File: src/sv/scara_ik_isqrt.sv
// Pipelined integer square root, one result bit per register stage.
// No dependencies.
module scara_ik_isqrt #(
    parameter int IN_W = 52
) (
    input  logic              i_clk,
    input  logic              i_en,
    input  logic [IN_W-1:0]   i_val,
    output logic [IN_W/2-1:0] o_root
);

    localparam int STAGES = IN_W / 2;

    logic [IN_W:0] r_v [STAGES];
    logic [IN_W:0] r_r [STAGES];

    for (genvar s = 0; s < STAGES; s++) begin : g_stage
        localparam logic [IN_W:0] BIT = (IN_W + 1)'(1) << (IN_W - 2 - 2 * s);
        logic [IN_W:0] v_in, r_in, trial, n_v, n_r;

        if (s == 0) begin : g_first
            assign v_in = {1'b0, i_val};
            assign r_in = '0;
        end else begin : g_next
            assign v_in = r_v[s-1];
            assign r_in = r_r[s-1];
        end

        assign trial = r_in + BIT;

        always_comb begin
            if (v_in >= trial) begin
                n_v = v_in - trial;
                n_r = (r_in >> 1) + BIT;
            end else begin
                n_v = v_in;
                n_r = r_in >> 1;
            end
        end

        always_ff @(posedge i_clk) begin
            if (i_en) begin
                r_v[s] <= n_v;
                r_r[s] <= n_r;
            end
        end
    end

    assign o_root = r_r[STAGES-1][IN_W/2-1:0];

endmodule

File: config.mk
export PLATFORM = sky130hd
export DESIGN_NAME = scara_ik_isqrt
export DESIGN_NICKNAME = d
export VERILOG_FILES = /design/src/sv/scara_ik_isqrt.sv
export SDC_FILE = /design/constraint.sdc
export NUM_CORES = 2
export LEC_CHECK = 0
export CAP_MARGIN = 20
export CORE_ASPECT_RATIO = 2
export CORE_MARGIN = 5
export CORE_UTILIZATION = 55
export CTS_BUF_LIST = sky130_fd_sc_hd__clkbuf_2 sky130_fd_sc_hd__clkbuf_4 sky130_fd_sc_hd__clkbuf_8
export CTS_CLUSTER_SIZE = 14
export DETAILED_ROUTE_END_ITERATION = 10
export DONT_BUFFER_PORTS = 1
export PLACE_DENSITY = 0.73
export SYNTH_ARGS = -nofsm -noshare
export SYNTH_HDL_FRONTEND = slang
export SYNTH_SLANG_ARGS = --single-unit
export TNS_END_PERCENT = 50
File: constraint.sdc
create_clock -name i_clk -period 3.33 [get_ports i_clk]
set_clock_uncertainty 0.1 [all_clocks]
set_input_delay 0.1665 -clock i_clk [delete_from_list [all_inputs] [get_ports i_clk]]
set_output_delay 0.1665 -clock i_clk [all_outputs]
set_load 0.03 [all_outputs]
# [Word level (Yosys, flattened, before mapping)]
# Memory sizes are Yosys's and may differ from the RTL's.
# Index checks and enable logic that the tools add are counted.
[op_classes] n_lt_le_gt_ge=26 n_mux=54 add_sub_neg=76
[ops] op="$mux W53" n=51
[ops] op="$ge A53 B53 Y1" n=25
[ops] op="$sub A53 B53 Y53" n=25
[ops] op="$add A52 B1 Y53 const B" n=1
[ops] op="$add A52 B11 Y53 const B" n=1
[ops] op="$add A52 B13 Y53 const B" n=1
[ops] op="$add A52 B15 Y53 const B" n=1
[ops] op="$add A52 B17 Y53 const B" n=1
[ops] op="$add A52 B19 Y53 const B" n=1
[ops] op="$add A52 B21 Y53 const B" n=1
[ops] op="$add A52 B23 Y53 const B" n=1
[ops] op="$add A52 B25 Y53 const B" n=1
[ops] op="$add A52 B27 Y53 const B" n=1
[ops] op="$add A52 B29 Y53 const B" n=1
[ops] op="$add A52 B3 Y53 const B" n=1
[ops] op="$add A52 B31 Y53 const B" n=1
[ops] op="$add A52 B33 Y53 const B" n=1
[ops] op="$add A52 B35 Y53 const B" n=1
[ops] op="$add A52 B37 Y53 const B" n=1
[ops] op="$add A52 B39 Y53 const B" n=1
[ops] op="$add A52 B41 Y53 const B" n=1
[ops] op="$add A52 B43 Y53 const B" n=1
[ops] op="$add A52 B45 Y53 const B" n=1
[ops] op="$add A52 B47 Y53 const B" n=1
[ops] op="33 further kinds" n=34
[word_totals] in_bits=54 n_memories=2 reg_bits=0 ramBits=2756
[mem_list] name="r_r" depth=26 word_bits=53 read_ports=26 rd_ports_with_merged_regs=0 write_ports=26 line="15" source="logic [IN_W:0] r_r [STAGES];"
[mem_list] name="r_v" depth=26 word_bits=53 read_ports=25 rd_ports_with_merged_regs=0 write_ports=26 line="14" source="logic [IN_W:0] r_v [STAGES];"

# [Depth between registers and ports, before layout]
# An unclocked memory read counts as a cell.
[logic_depth] ltp_word=4 ltp_mapped=13 depth_no_buf=11

# [Worst setup path before layout]
# OpenSTA, ideal clock, no wires.
[synth_path] path_type="register -> register" start="mem r_v[0][726] (netlist bit)" end="mem r_v[0][776] (netlist bit), data pin" path_stages_with_launch=12 slack_ps=-114 n_path_buf=3 setup_time_ps=261 required_time_ps=2969 arrival_time_ps=3083 cell_sequence="edfxtp_1 > ha_1 > or3_4 > or3_1 > clkbuf_1 > or3_1 > or3_1 > or3_4 > a21oi_2 > buf_4 > buf_4 > o21ai_0"
[synth_rtl] item="start: declaration" line="14"

==> summary.txt <==
Outcome
  – Status: finished with violations
  – Failing checks: hold timing, setup timing

Placement
  – Detailed Place HPWL: 180000 µm
  – Gpl congestion: 0.951
  – # port buffers: 0
  – Pre-CTS setup slack: -2240 ps

Synth
  – Synth Area per Inst: 12.6 µm²
  – Post-synth top area share: 62.6%
  – Seq/Total Area, Yosys: 62.6%
  – Post-synthesis xor/xnor area fraction: 6.24%
  – Synth Area in Adders: 5.81%
  – Synth Area in Simple Gates: 12.5%
  – Mapped Area: 80300 µm²
  – Synth top area cells: edfxtp_1, ha_1, xor2_1, xnor2_1, o21ai_0
  – Netlist cell types: 92
  – Syn Inst Count: 6387
  – Ys Warns: 0
  – Syn nets: 6814
  – Ys flop type: edfxtp_1
  – Post-synth ARST share: 0%
  – Post-synthesis compound-gate area fraction: 9.42%
  – Post-synth EDFFs: 1676
  – Largest family of logic cells by synthesized area: simple AND/OR/NAND/NOR gates
  – Post-synthesis register bit count: 1676
  – Synth area leader: edfxtp_1
  – Multiplexer area fraction after synthesis: 0.534%

Clock network
  – Max Root-Sink Buffers: 4
  – H-tree depth: 4
  – TritonCTS clock tree: done
  – Clock sinks: 1676
  – Clock-pin slew of the registers on the worst-case setup and hold paths: 70 ps
  – Num CTS Buffers: 231
  – Worst-Skew Late Latency: 980 ps
  – Clk root buf: clkbuf_8

Detailed routing
  – Initial detailed-routing violation count: 2896
  – DRC viols: 0
  – Routed vias/inst: 5.89
  – Pre-antenna DRT Iters: 6
  – Antenna Violating Nets Remaining: 0
  – Overall routed net length: 248000 µm
  – DR vias: 58.5k
  – WL/cell: 25.0 µm

Power and ir drop
  – PD cells: 598 nW/µm²
  – Comb pwr share: 26.7%
  – Clock power frac: 26.9%
  – Sw power: 18500 µW
  – Register share of total power: 46.4%
  – VDD IR max: 576 µV
  – P_int: 42200 µW
  – Switching Share: 30.4%
  – Design Power: 60700 µW
  – Leakage: 0.0396 µW

STA
  – RSZ-0062 raised after global routing: true
  – Worst-Margin Slew: 1140 ps
  – Final period utilization: 109%
  – Setup slack after layout: -294 ps
  – Final setup violation count: 111
  – Final Hold Vio Count: 139
  – Fin crit period: 3620 ps
  – Max_slew headroom: 23.9%
  – Final Slew Violations: 0
  – Fmax: 276 MHz
  – Hold_ws: -649 ps

Setup path
  – R2r startpoint: r_v[1][225]
  – Slowest stage delay, CP: 530 ps
  – Data required time of the worst path: 3900 ps
  – Worst-path cell chain: ha_4 -> or4b_4 -> nor4_4 -> buf_6 -> nand4_1 -> nand4_1 -> o21bai_1 -> a21o_1 -> or4_4 -> xnor2_1
  – Slowest CP cell: or4_4
  – Most frequent cell on the critical path: nand4_1
  – R2r worst-path depth: 10
  – Crit path DAT: 4200 ps
  – Crit path capture type: register
  – Crit Reg-Reg Endpoint: r_v[1][306]
  – CP delay by family, top: simple AND/OR/NAND/NOR gates
  – CP Max Fanout: 4
  – Startpoint Class: register
  – Critical path type: reg2reg
  – Buf/Inv on CP: 1
  – Reg2reg setup slack: -290 ps
  – Crit path launch: r_v[1][225]

Floorplan
  – Starting Density: 55.3%
  – Die Span Y: 551 µm
  – Rows: 198
  – # IOs: 80
  – Die footprint: 154000 µm²
  – Core ar.: 145000 µm²
  – Chip width: 280 µm

Flow run
  – Max cap viols: 0

Layout
  – Nets: 8272
  – Most common cell after layout, fill and taps aside: edfxtp_1
  – Synth-to-layout area growth: 26.3%
  – Share of layout cells above drive strength 1: 25.8%
  – Commonest non-fill, non-tap cells in the layout: edfxtp_1, buf_4, inv_1

Global route
  – Gr ovfl total: 0
  – Via count of the first global-routing pass: 62.8k
  – All-Layer GR Usage: 31.0%
  – First-pass GRT wire length: 351000 µm
  – Initial antenna violation count: 10
  – Largest net degree at the start of global routing: 271

Min path
  – Worst Hold Depth: 0
  – Hold EP: r_v[0][133]
  – Worst hold path type: in2reg
  – Worst hold start: i_en
-- how the worst max path moves through the flow --
stage	slack (ps)	end	depth (start not counted)
final	-290	r_v[1][306]	10
after global routing	-340	r_v[0][792]	12
after CTS	-250	r_v[0][772]	12
after detailed placement	-2240	r_v[1][472]	5
after global placement	-2010	r_v[1][366]	5
after floorplan	2	r_v[0][790]	11
-- layout make-up --
class	instances	area, µm²
sequential	1676	50300
fill	9692	43900
multi-input combinational	4103	30700
timing repair buffer	1349	11600
clock buffer	281	3560
tap	1900	2380
inverter	484	1840
clock inverter	122	1050
antenna	11	27.5
-- power by group through the flow --
stage | Combinational (µW) | Sequential, µW | Clock (µW)
floorplan | 7500 | 27900 | 0
global placement | 14100 | 28300 | 0
detailed placement | 14500 | 28400 | 0
CTS | 15300 | 28000 | 16500
global route | 17200 | 28400 | 17400
finish | 16200 | 28200 | 16300
-- through the flow --
| step | hold slack [ps] | cells | instance area, µm² | TNS, ps | util, % |
|---|---|---|---|---|---|
| after floorplan | 165 | 6387 | 80400 | 0 | - |
| after global placement | 165 | 9265 | 91000 | -797910 | 62.6 |
| after detailed placement | 165 | 9265 | 91000 | -898590 | 62.6 |
| after CTS | -736 | 9836 | 99200 | -8560 | 68.2 |
| after global routing | -718 | 9920 | 101000 | -21820 | 69.8 |
| final | -649 | 9926 | 101000 | -13110 | 69.8 |
-- synthesized netlist by cell type, drive strengths merged (12+ instances only) --
cell / instances
a211o: 15
a211oi: 43
a21boi: 15
a21o: 109
a21oi: 297
a31oi: 25
and2: 20
and3: 36
and4: 15
buf: 25
clkbuf: 99
edfxtp: 1676
ha: 373
inv: 480
mux2: 23
mux2i: 17
nand2: 489
nand2b: 75
nand3: 95
nand3b: 20
nand4: 105
nand4b: 22
nor2: 331
nor2b: 44
nor3: 199
nor3b: 14
nor4: 226
nor4b: 35
o211a: 12
o211ai: 27
o21a: 68
o21ai: 368
o21bai: 41
o31a: 16
o31ai: 53
or2: 26
or3: 92
or4: 52
xnor2: 270
xor2: 302
-- timing repair --
item / 4_1_cts / 5_1_grt
gates cloned: 11 / 10
resized for setup: 363 / 340
hold buffers: 108 / 4
endpoints found under the hold margin: 339 / 247
endpoints found under the setup margin: 848 / 436
setup buffers: 54 / 79
pin swaps: 107 / 139
-- cells by family after synthesis --
| group | Yosys count |
|---|---|
| adder cells (fa/ha/maj) | 373 |
| flip-flops | 1676 |
| AO/OA/AOI/OAI | 1198 |
| AND/OR/NAND/NOR | 1919 |
| other | 1 |
| XOR/XNOR | 572 |
| buffers and inverters | 608 |
| multiplexers | 40 |
-- flip-flops by register name, summed over array words and instances (netlist names) --
signal  cells
r_v      1325
r_r       351
-- routing by layer --
metal / vias to the layer above / share of wire (%) / global-route usage, %
li1: 26920 / - / -
met1: 28391 / 22 / 17.8
met2: 1901 / 58 / 64.1
met3: 1254 / 3.4 / 4.58
met4: 6 / 17 / 38.4
met5: - / 0.015 / 0
Power figures use the tool's default switching activity.
