**config.mk**
```make
export PLATFORM = sky130hd
export DESIGN_NAME = scara_ik_cordic
export DESIGN_NICKNAME = d
export VERILOG_FILES = /design/src/sv/scara_ik_pkg.sv /design/src/sv/scara_ik_cordic.sv
export SDC_FILE = /design/constraint.sdc
export NUM_CORES = 2
export LEC_CHECK = 0
export ABC_CLOCK_PERIOD_IN_PS = 6650
export BUFFER_PORTS_ARGS = -buffer_cell sky130_fd_sc_hd__buf_2
export CAP_MARGIN = 20
export CORE_ASPECT_RATIO = 1.2
export CORE_UTILIZATION = 35
export CTS_BUF_LIST = sky130_fd_sc_hd__clkbuf_2 sky130_fd_sc_hd__clkbuf_4 sky130_fd_sc_hd__clkbuf_8
export DETAILED_ROUTE_END_ITERATION = 10
export PLACE_DENSITY_LB_ADDON = 0.05
export RECOVER_POWER = 100
export SYNTH_ARGS = -nofsm -noshare
export SYNTH_HDL_FRONTEND = slang
export SYNTH_SLANG_ARGS = --single-unit
```
**constraint.sdc**
```tcl
create_clock -name i_clk -period 6.65 [get_ports i_clk]
set_input_delay 1.33 -clock i_clk [delete_from_list [all_inputs] [get_ports i_clk]]
set_output_delay 1.33 -clock i_clk [all_outputs]
set_load 0.03 [all_outputs]
```
**src/sv/scara_ik_pkg.sv**
```systemverilog
// Shared types, widths and constants of the SCARA inverse kinematics pipeline.
// Used by scara_ik_cordic, scara_ik_acos and the top level; no dependencies.
package scara_ik_pkg;

    // Configuration register indexes.
    typedef enum logic [2:0] {
        CFG_BASE_LENGTH      = 3'd0,
        CFG_UPPER_ARM_LENGTH = 3'd1,
        CFG_FOREARM_LENGTH   = 3'd2,
        CFG_FOREARM_OFFSET   = 3'd3,
        CFG_TOOL_Z_OFFSET    = 3'd4,
        CFG_GEAR_RATIO       = 3'd5,
        CFG_ROTARY_LIMITS    = 3'd6,
        CFG_LINEAR_LIMITS    = 3'd7
    } t_cfg_index;

    typedef enum logic [1:0] {
        ST_VALID       = 2'd0,
        ST_UNREACHABLE = 2'd1,
        ST_LIMIT       = 2'd2
    } t_status;

    localparam int CFG_DATA_W   = 64;
    localparam int CFG_INDEX_W  = 3;

    // Angles in radians times 65536.
    localparam int ANG_W        = 20;
    localparam int HALF_PI_Q16  = 102944;
    localparam int DEG_SCALE    = 3754936;

    localparam int CORDIC_ITERS = 16;
    localparam int CORDIC_LAT   = CORDIC_ITERS + 1;
    localparam logic [15:0] ATAN_TAB [CORDIC_ITERS] = '{
        16'd51472, 16'd30386, 16'd16055, 16'd8150, 16'd4091, 16'd2047, 16'd1024, 16'd512,
        16'd256, 16'd128, 16'd64, 16'd32, 16'd16, 16'd8, 16'd4, 16'd2
    };

    // Cosine ratio: numerator, divisor, normalized divisor and quotient widths.
    localparam int NUM_W        = 53;
    localparam int DEN_W        = 51;
    localparam int DIV_W        = 46;
    localparam int Q_W          = 17;
    localparam int S2_W         = 34;
    localparam int ACOS_CORDIC_W = 20;
    localparam int ACOS_LAT     = 1 + Q_W + 2 + S2_W / 2 + CORDIC_LAT;

    // Range squared and the vector CORDIC used for the target bearing.
    localparam int R2_W         = 52;
    localparam int GAMMA_W      = 28;

    typedef struct packed {
        logic                    ok;
        logic signed [ANG_W-1:0] ang;
    } t_acos_res;

    typedef struct packed {
        logic signed [31:0] joint_one;
        logic signed [31:0] joint_two;
        logic signed [31:0] joint_three;
        t_status            status;
        logic               alt_elbow;
    } t_result;

endpackage

```
**src/sv/scara_ik_cordic.sv**
```systemverilog
// Vectoring CORDIC for atan2, a quadrant fold then one rotation per stage.
// Depends on scara_ik_pkg for the arctangent table and iteration count.
module scara_ik_cordic #(
    parameter int W   = 28,
    parameter int Z_W = 20
) (
    input  logic                  i_clk,
    input  logic                  i_en,
    input  logic signed [W-1:0]   i_x,
    input  logic signed [W-1:0]   i_y,
    output logic signed [Z_W-1:0] o_z
);

    localparam int N = scara_ik_pkg::CORDIC_ITERS;
    localparam logic signed [Z_W-1:0] HALF_PI = Z_W'(scara_ik_pkg::HALF_PI_Q16);

    logic signed [W-1:0]   r_x [N+1];
    logic signed [W-1:0]   r_y [N+1];
    logic signed [Z_W-1:0] r_z [N+1];

    logic signed [W-1:0]   n_x0, n_y0;
    logic signed [Z_W-1:0] n_z0;

    // Fold a left half-plane vector by a quarter turn.
    always_comb begin
        if (i_x < 0) begin
            if (i_y >= 0) begin
                n_x0 = i_y;
                n_y0 = -i_x;
                n_z0 = HALF_PI;
            end else begin
                n_x0 = -i_y;
                n_y0 = i_x;
                n_z0 = -HALF_PI;
            end
        end else begin
            n_x0 = i_x;
            n_y0 = i_y;
            n_z0 = '0;
        end
    end

    always_ff @(posedge i_clk) begin
        if (i_en) begin
            r_x[0] <= n_x0;
            r_y[0] <= n_y0;
            r_z[0] <= n_z0;
        end
    end

    for (genvar i = 0; i < N; i++) begin : g_iter
        localparam logic signed [Z_W-1:0] ANG = Z_W'(scara_ik_pkg::ATAN_TAB[i]);
        logic signed [W-1:0] ddx, ddy;

        assign ddx = r_y[i] >>> i;
        assign ddy = r_x[i] >>> i;

        always_ff @(posedge i_clk) begin
            if (i_en) begin
                if (r_y[i] > 0) begin
                    r_x[i+1] <= r_x[i] + ddx;
                    r_y[i+1] <= r_y[i] - ddy;
                    r_z[i+1] <= r_z[i] + ANG;
                end else begin
                    r_x[i+1] <= r_x[i] - ddx;
                    r_y[i+1] <= r_y[i] + ddy;
                    r_z[i+1] <= r_z[i] - ANG;
                end
            end
        end
    end

    assign o_z = r_z[N];

endmodule

```
# [Word level (Yosys, flattened, before mapping)]
# Memory sizes are Yosys's and may differ from the RTL's.
# Index checks and enable logic that the tools add are counted.
[totals] regBits=0 mem_bits_rw=1292 inputBits=58 out_inout_bits=20 memories=3
[classes] n_addsub=97 order_cmp=18 mux=152 bitwise_logic=48
[memory_table] memory="r_x" words=17 width=28 rd=16 rd_clocked_by_memory_dff=0 write_ports=17 line_no="scara_ik_cordic.sv:17" rtl="logic signed [W-1:0] r_x [N+1];"
[memory_table] memory="r_y" words=17 width=28 rd=16 rd_clocked_by_memory_dff=0 write_ports=17 line_no="scara_ik_cordic.sv:18" rtl="logic signed [W-1:0] r_y [N+1];"
[memory_table] memory="r_z" words=17 width=20 rd=17 rd_clocked_by_memory_dff=0 write_ports=17 line_no="scara_ik_cordic.sv:19" rtl="logic signed [Z_W-1:0] r_z [N+1];"
[op_table] operator="28-bit two-way mux" count=36
[op_table] operator="28-bit by 1-bit > comparator with 1-bit output (second input constant)" count=16
[op_table] operator="20-bit two-way mux" count=18
[op_table] operator="1-bit two-way mux" count=98
[op_table] operator="28-bit by 13-bit adder with 28-bit output" count=2
[op_table] operator="28-bit by 14-bit adder with 28-bit output" count=2
[op_table] operator="28-bit by 15-bit adder with 28-bit output" count=2
[op_table] operator="28-bit by 16-bit adder with 28-bit output" count=2
[op_table] operator="28-bit by 17-bit adder with 28-bit output" count=2
[op_table] operator="28-bit by 18-bit adder with 28-bit output" count=2
[op_table] operator="28-bit by 19-bit adder with 28-bit output" count=2
[op_table] operator="28-bit by 20-bit adder with 28-bit output" count=2
[op_table] operator="28-bit by 21-bit adder with 28-bit output" count=2
[op_table] operator="28-bit by 22-bit adder with 28-bit output" count=2
[op_table] operator="28-bit by 23-bit adder with 28-bit output" count=2
[op_table] operator="28-bit by 24-bit adder with 28-bit output" count=2
[op_table] operator="28-bit by 25-bit adder with 28-bit output" count=2
[op_table] operator="28-bit by 26-bit adder with 28-bit output" count=2
[op_table] operator="28-bit by 27-bit adder with 28-bit output" count=2
[op_table] operator="28-bit negation" count=2
[op_table] operator="28-bit by 13-bit subtractor with 28-bit output" count=2
[op_table] operator="28-bit by 14-bit subtractor with 28-bit output" count=2
[op_table] operator="28-bit by 15-bit subtractor with 28-bit output" count=2
[op_table] operator="28-bit by 16-bit subtractor with 28-bit output" count=2
[op_table] operator="other kinds (46)" count=107

# [Logic depth before layout (Yosys ltp)]
[depth] word_depth=5 mapped_depth=24 ltp_nobuf=23

# [Worst setup path before layout]
# No wires, ideal clock.
[synth_timing] kind="reg2reg" startpoint="mem r_y[2][2]" endpoint="mem r_y[3][27], data pin" setup_time_ns=0.271 arrival_time_ns=5.497 required_ns=6.379 slack_ns=0.882 stages_incl_launch_ff=23 n_path_buf=2 period_less_slack_ns=5.768 path_cell_list="edfxtp_1 inv_1 ha_1 nand2_1 or3_1 or3_1 or4_1 or3_1 and2_1 buf_4 buf_2 o21ai_0 ha_1 a21o_1 a21oi_1 nor2b_1 o31a_1 a41oi_1 a211oi_1 a2111oi_0 o31ai_1 a221oi_1 xor2_1"
[synth_rtl] item="from (decl)" line_no="scara_ik_cordic.sv:18"

==> results.md <==
Logic synthesis:
- The share of synthesized registers carrying an async set or reset is 0%.
- Synthesis inferred 1153 register bits.
- Among all flip-flop cells after synthesis, the most frequent one is sky130_fd_sc_hd__edfxtp_1.
- The number of distinct library cell variants in the gate-level netlist after synthesis is 96.
- Averaged over all synthesized cells, the footprint is 9.72 sq um.
- Counting instances in the post-synthesis netlist gives the leading cell types as sky130_fd_sc_hd__edfxtp_1, sky130_fd_sc_hd__ha_1, sky130_fd_sc_hd__xnor2_1, sky130_fd_sc_hd__a21oi_1, sky130_fd_sc_hd__nor2_1.
- The cell area after synthesis is 95100 sq um.
- The area share of the largest cell type after synthesis is 36.4%.
- The number of warnings reported in the yosys synthesis log is 0.
- sky130_fd_sc_hd__edfxtp_1 is the most common cell in the netlist.
- The cell count after synthesis is 9782.
- Ranked by total cell area, the synthesized netlist is headed by sky130_fd_sc_hd__edfxtp_1, sky130_fd_sc_hd__ha_1, sky130_fd_sc_hd__xnor2_1.
- Synthesis produced a netlist with a net count of 10942.
- Counting flops with a built-in enable in the synthesized netlist gives 1153.
- The post-synthesis cell type with the largest combined area is sky130_fd_sc_hd__edfxtp_1.
- Sequential cells were found to cover 36.4% of the synthesized design area.

Worst setup path:
- The worst reg-to-reg path cell count is 23.
- STA classifies the critical path endpoint as a register.
- The worst register-to-register path ends at r_y[7][26]$_DFFE_PP_.
- The kind of critical path is in2reg.
- Along the worst path, the maximum fanout reaches 24.
- At the worst endpoint, the arrival time is 7140 ps.
- STA classifies the critical path startpoint as a primary input.
- The startpoint of the most critical register-to-register path is r_y[6][12]$_DFFE_PP_.
- The required time of the worst setup path is 7350 ps.
- The flop-to-flop setup slack is 340 ps.

Global routing:
- The first global-routing pass estimated 434000 um of wire.
- Entering global routing, the biggest net connects 157 pins.
- The global-route met1 utilization is 25.4%.
- The met3 usage is 1.99%.
- The number of global-route vias before repair is 73454.
- The routing usage on met2 is 36.4%.
- Global routing consumed, over all layers together, 20.1% of the routing resources.
- The peak-usage layer in the global routing report is met2.
- The initial antenna violation count is 8.
- For this run the aggregate overflow at the end of global routing stands at 0.

Run status:
- The run finished, with violations left.
- The checks that failed: design-rule violations, max-capacitance violations, max-slew violations.

Drt:
- The routed wire length is 282000 um.
- The detail route stage leaves a number of antenna-violating nets equal to 0.
- The per-cell via count in the routed design is 5.35.
- The number of DRC violations after detailed routing is 12.
- For this run, the detailed router's first-pass iteration total came to 9.
- Dividing the detail-routed wire length by the instance count gives 20.5 um.
- The total via count after detailed routing is 73604.
- In this run, the number of DRC markers left after iteration 0 of detailed routing was 4146.

Clock network:
- TritonCTS built the clock tree.
- The H-tree was split into 4 levels.
- The library cell used as clock root buffer is sky130_fd_sc_hd__clkbuf_8.
- The clock net in this run drives a total of 1153 sinks.
- At the later pin of the worst-skew pair, clock insertion delay measures 1020 ps.
- In this run, post-CTS hold repair placed 0 buffers.
- Clock-pin slew was measured on the worst setup and hold paths at 60 ps.
- The number of buffers created by CTS is 216.
- The maximum clock path buffer count is 4.

Hold path:
- The worst hold path passes through 0 cells.
- The startpoint identified for the worst hold timing path is r_z[7][8]$_DFFE_PP_.
- The worst hold path terminates at r_z[8][8]$_DFFE_PP_.
- The worst min-delay path category is reg2reg.

Placement:
- Once detailed placement completed, the half-perimeter wirelength came to 226000 um.
- At the end of routability-driven placement, the weighted congestion stood at 0.878.
- The cell area reported after detailed placement is 100000 sq um.
- Port buffering added 76 buffers.

Timing:
- The number of setup violations in the final report is 0.
- Setup repair after global routing left no endpoint under its margin.
- The worst path in the final design needs a cycle of 6440 ps, including I/O delays and setup.
- The post-route clock period utilization is 96.8%.
- Measured against its own limit, the worst slew margin works out to -166%.
- The worst-case clock skew is 96.6 ps.
- The highest clock frequency the design can meet is 0.155 GHz.
- The actual transition at the worst max-transition pin is 3980 ps.
- The count of final max-slew check failures is 828.
- The number of failing hold endpoints at the final stage is 0.

Floorplanning:
- The region available for standard cell placement spans 270000 sq um.
- The vertical die dimension is 573 um.
- The total number of placement rows is 209.
- The boundary pin count is 78.
- The die covers 274000 sq um.
- The starting density of the core is 35.2%.
- The width of the chip is 478 um.

Finish:
- The final non-filler cell area is 104000 sq um.
- Of the cells placed in the final design, the portion with a size suffix greater than 1 is 6.32%.
- The final layout net count is 11170.
- The end-of-flow core utilization is 38.7%.
- Compared with the post-synthesis result, the final layout area differs by 9.83%.
- The total of fill cells in the finished design is 26895.

Run:
- The total of max-cap violations is 14.
[cell type report]
cell class	instances	area [sq um]	area share, %
well taps	3587	4490	4.30
clock buffers	272	3420	3.27
clock inverters	107	961	0.920
diodes	12	30.0	0.0288
repair buffers	193	1130	1.08
inverters	427	1610	1.54
flip-flops and latches	1153	34600	33.2
multi-input cells	8019	58200	55.7
[worst max-delay path: stages]
cell and delay, ps:
sky130_fd_sc_hd__clkbuf_1 970, sky130_fd_sc_hd__buf_12 330, sky130_fd_sc_hd__nor4b_1 300, sky130_fd_sc_hd__nand4_1 200
sky130_fd_sc_hd__nor4_1 470, sky130_fd_sc_hd__a21oi_2 80, sky130_fd_sc_hd__buf_4 260, sky130_fd_sc_hd__o31ai_1 110
sky130_fd_sc_hd__xnor2_1 100, sky130_fd_sc_hd__ha_1 360, sky130_fd_sc_hd__and3_1 210, sky130_fd_sc_hd__nand4_1 150
sky130_fd_sc_hd__a2111oi_0 720, sky130_fd_sc_hd__o31ai_1 160, sky130_fd_sc_hd__clkbuf_1 220, sky130_fd_sc_hd__a31oi_1 400
sky130_fd_sc_hd__nand4_1 170, sky130_fd_sc_hd__a31oi_1 220, sky130_fd_sc_hd__o21a_1 140, sky130_fd_sc_hd__nor2_1 40
sky130_fd_sc_hd__xnor2_1 110
[layer usage]
layer  up-vias  routed length [um]
met5         -                   0
met4         0                6020
met3       355                8180
met2      1148              142000
met1     35330              126000
li1      36771                   -
[state kept, by name, summed over array words and instances, names as in the netlist]
signal  count
r_x       406
r_y       447
r_z       300
[per-stage QoR]
stage | hold WS, ps | worst slack [ps] | cells | setup TNS (ps)
4_1_cts | 408 | 94.4 | 13753 | 0
2_1_floorplan | 400 | 882 | 9782 | 0
6_report | 410 | 213 | 13770 | 0
5_1_grt | 412 | 0.932 | 13769 | 0
3_5_place_dp | 405 | -496 | 13374 | -3300
3_3_place_gp | 403 | -470 | 13370 | -3120
[cell families (layout without fill, tap and decap cells)]
logic type               after synthesis  after routing  share of synthesized area [%]
AO/OA/AOI/OAI                       2828           2828                           18.7
AND/OR/NAND/NOR                     2547           2547                           13.1
XOR/XNOR                            1451           1451                           13.4
flip-flops                          1153           1153                           36.4
adder cells (fa/ha/maj)             1102           1102                           14.8
buffers and inverters                610            999                           2.49
multiplexers                          90             90                           1.00
other                                  1             13                        0.00394
[worst max-delay path by stage]
| stage | from | end | slack, ps |
|---|---|---|---|
| floorplan | r_y[2][2]$_DFFE_PP_ | r_y[3][27]$_DFFE_PP_ | 880 |
| global placement | r_y[3][4]$_DFFE_PP_ | r_y[4][26]$_DFFE_PP_ | -470 |
| detailed placement | r_y[3][4]$_DFFE_PP_ | r_y[4][20]$_DFFE_PP_ | -500 |
| CTS | r_y[3][4]$_DFFE_PP_ | r_y[4][26]$_DFFE_PP_ | 90 |
| global route | r_y[3][4]$_DFFE_PP_ | r_y[4][20]$_DFFE_PP_ | 0.9 |
| finish | i_en | r_y[12][27]$_DFFE_PP_ | 210 |
[repair_timing]
| action | 4_1_cts | 5_1_grt |
|---|---|---|
| pin swaps | 0 | 1 |
| buffers inserted | 0 | 3 |
| gates resized for setup | 3 | 14 |
| endpoints found under the setup margin | 14 | 26 |
[cell usage in the layout, fill, tap and decap left out, drive strengths merged, types with 43 or more instances in the layout]
master  instances
a21oi         921
fa             43
o41ai          69
inv           421
xor2          489
xnor2         962
a21o          326
o21a          139
ha           1059
edfxtp       1153
nand2         530
o211ai         45
and3           69
a211oi         80
and2           52
a31oi          75
o21bai        118
mux2i          50
or2            56
clkinv         90
nand4          60
o31ai         137
nor3          230
o21ai         604
nand2b        143
nand3         144
nor2          801
nor2b         117
or4            54
clkbuf        335
or3           101
buf           130
nor4          103
Power is not shown: default switching activity piles up to over one toggle a cycle in this logic, so the estimate is an artifact.
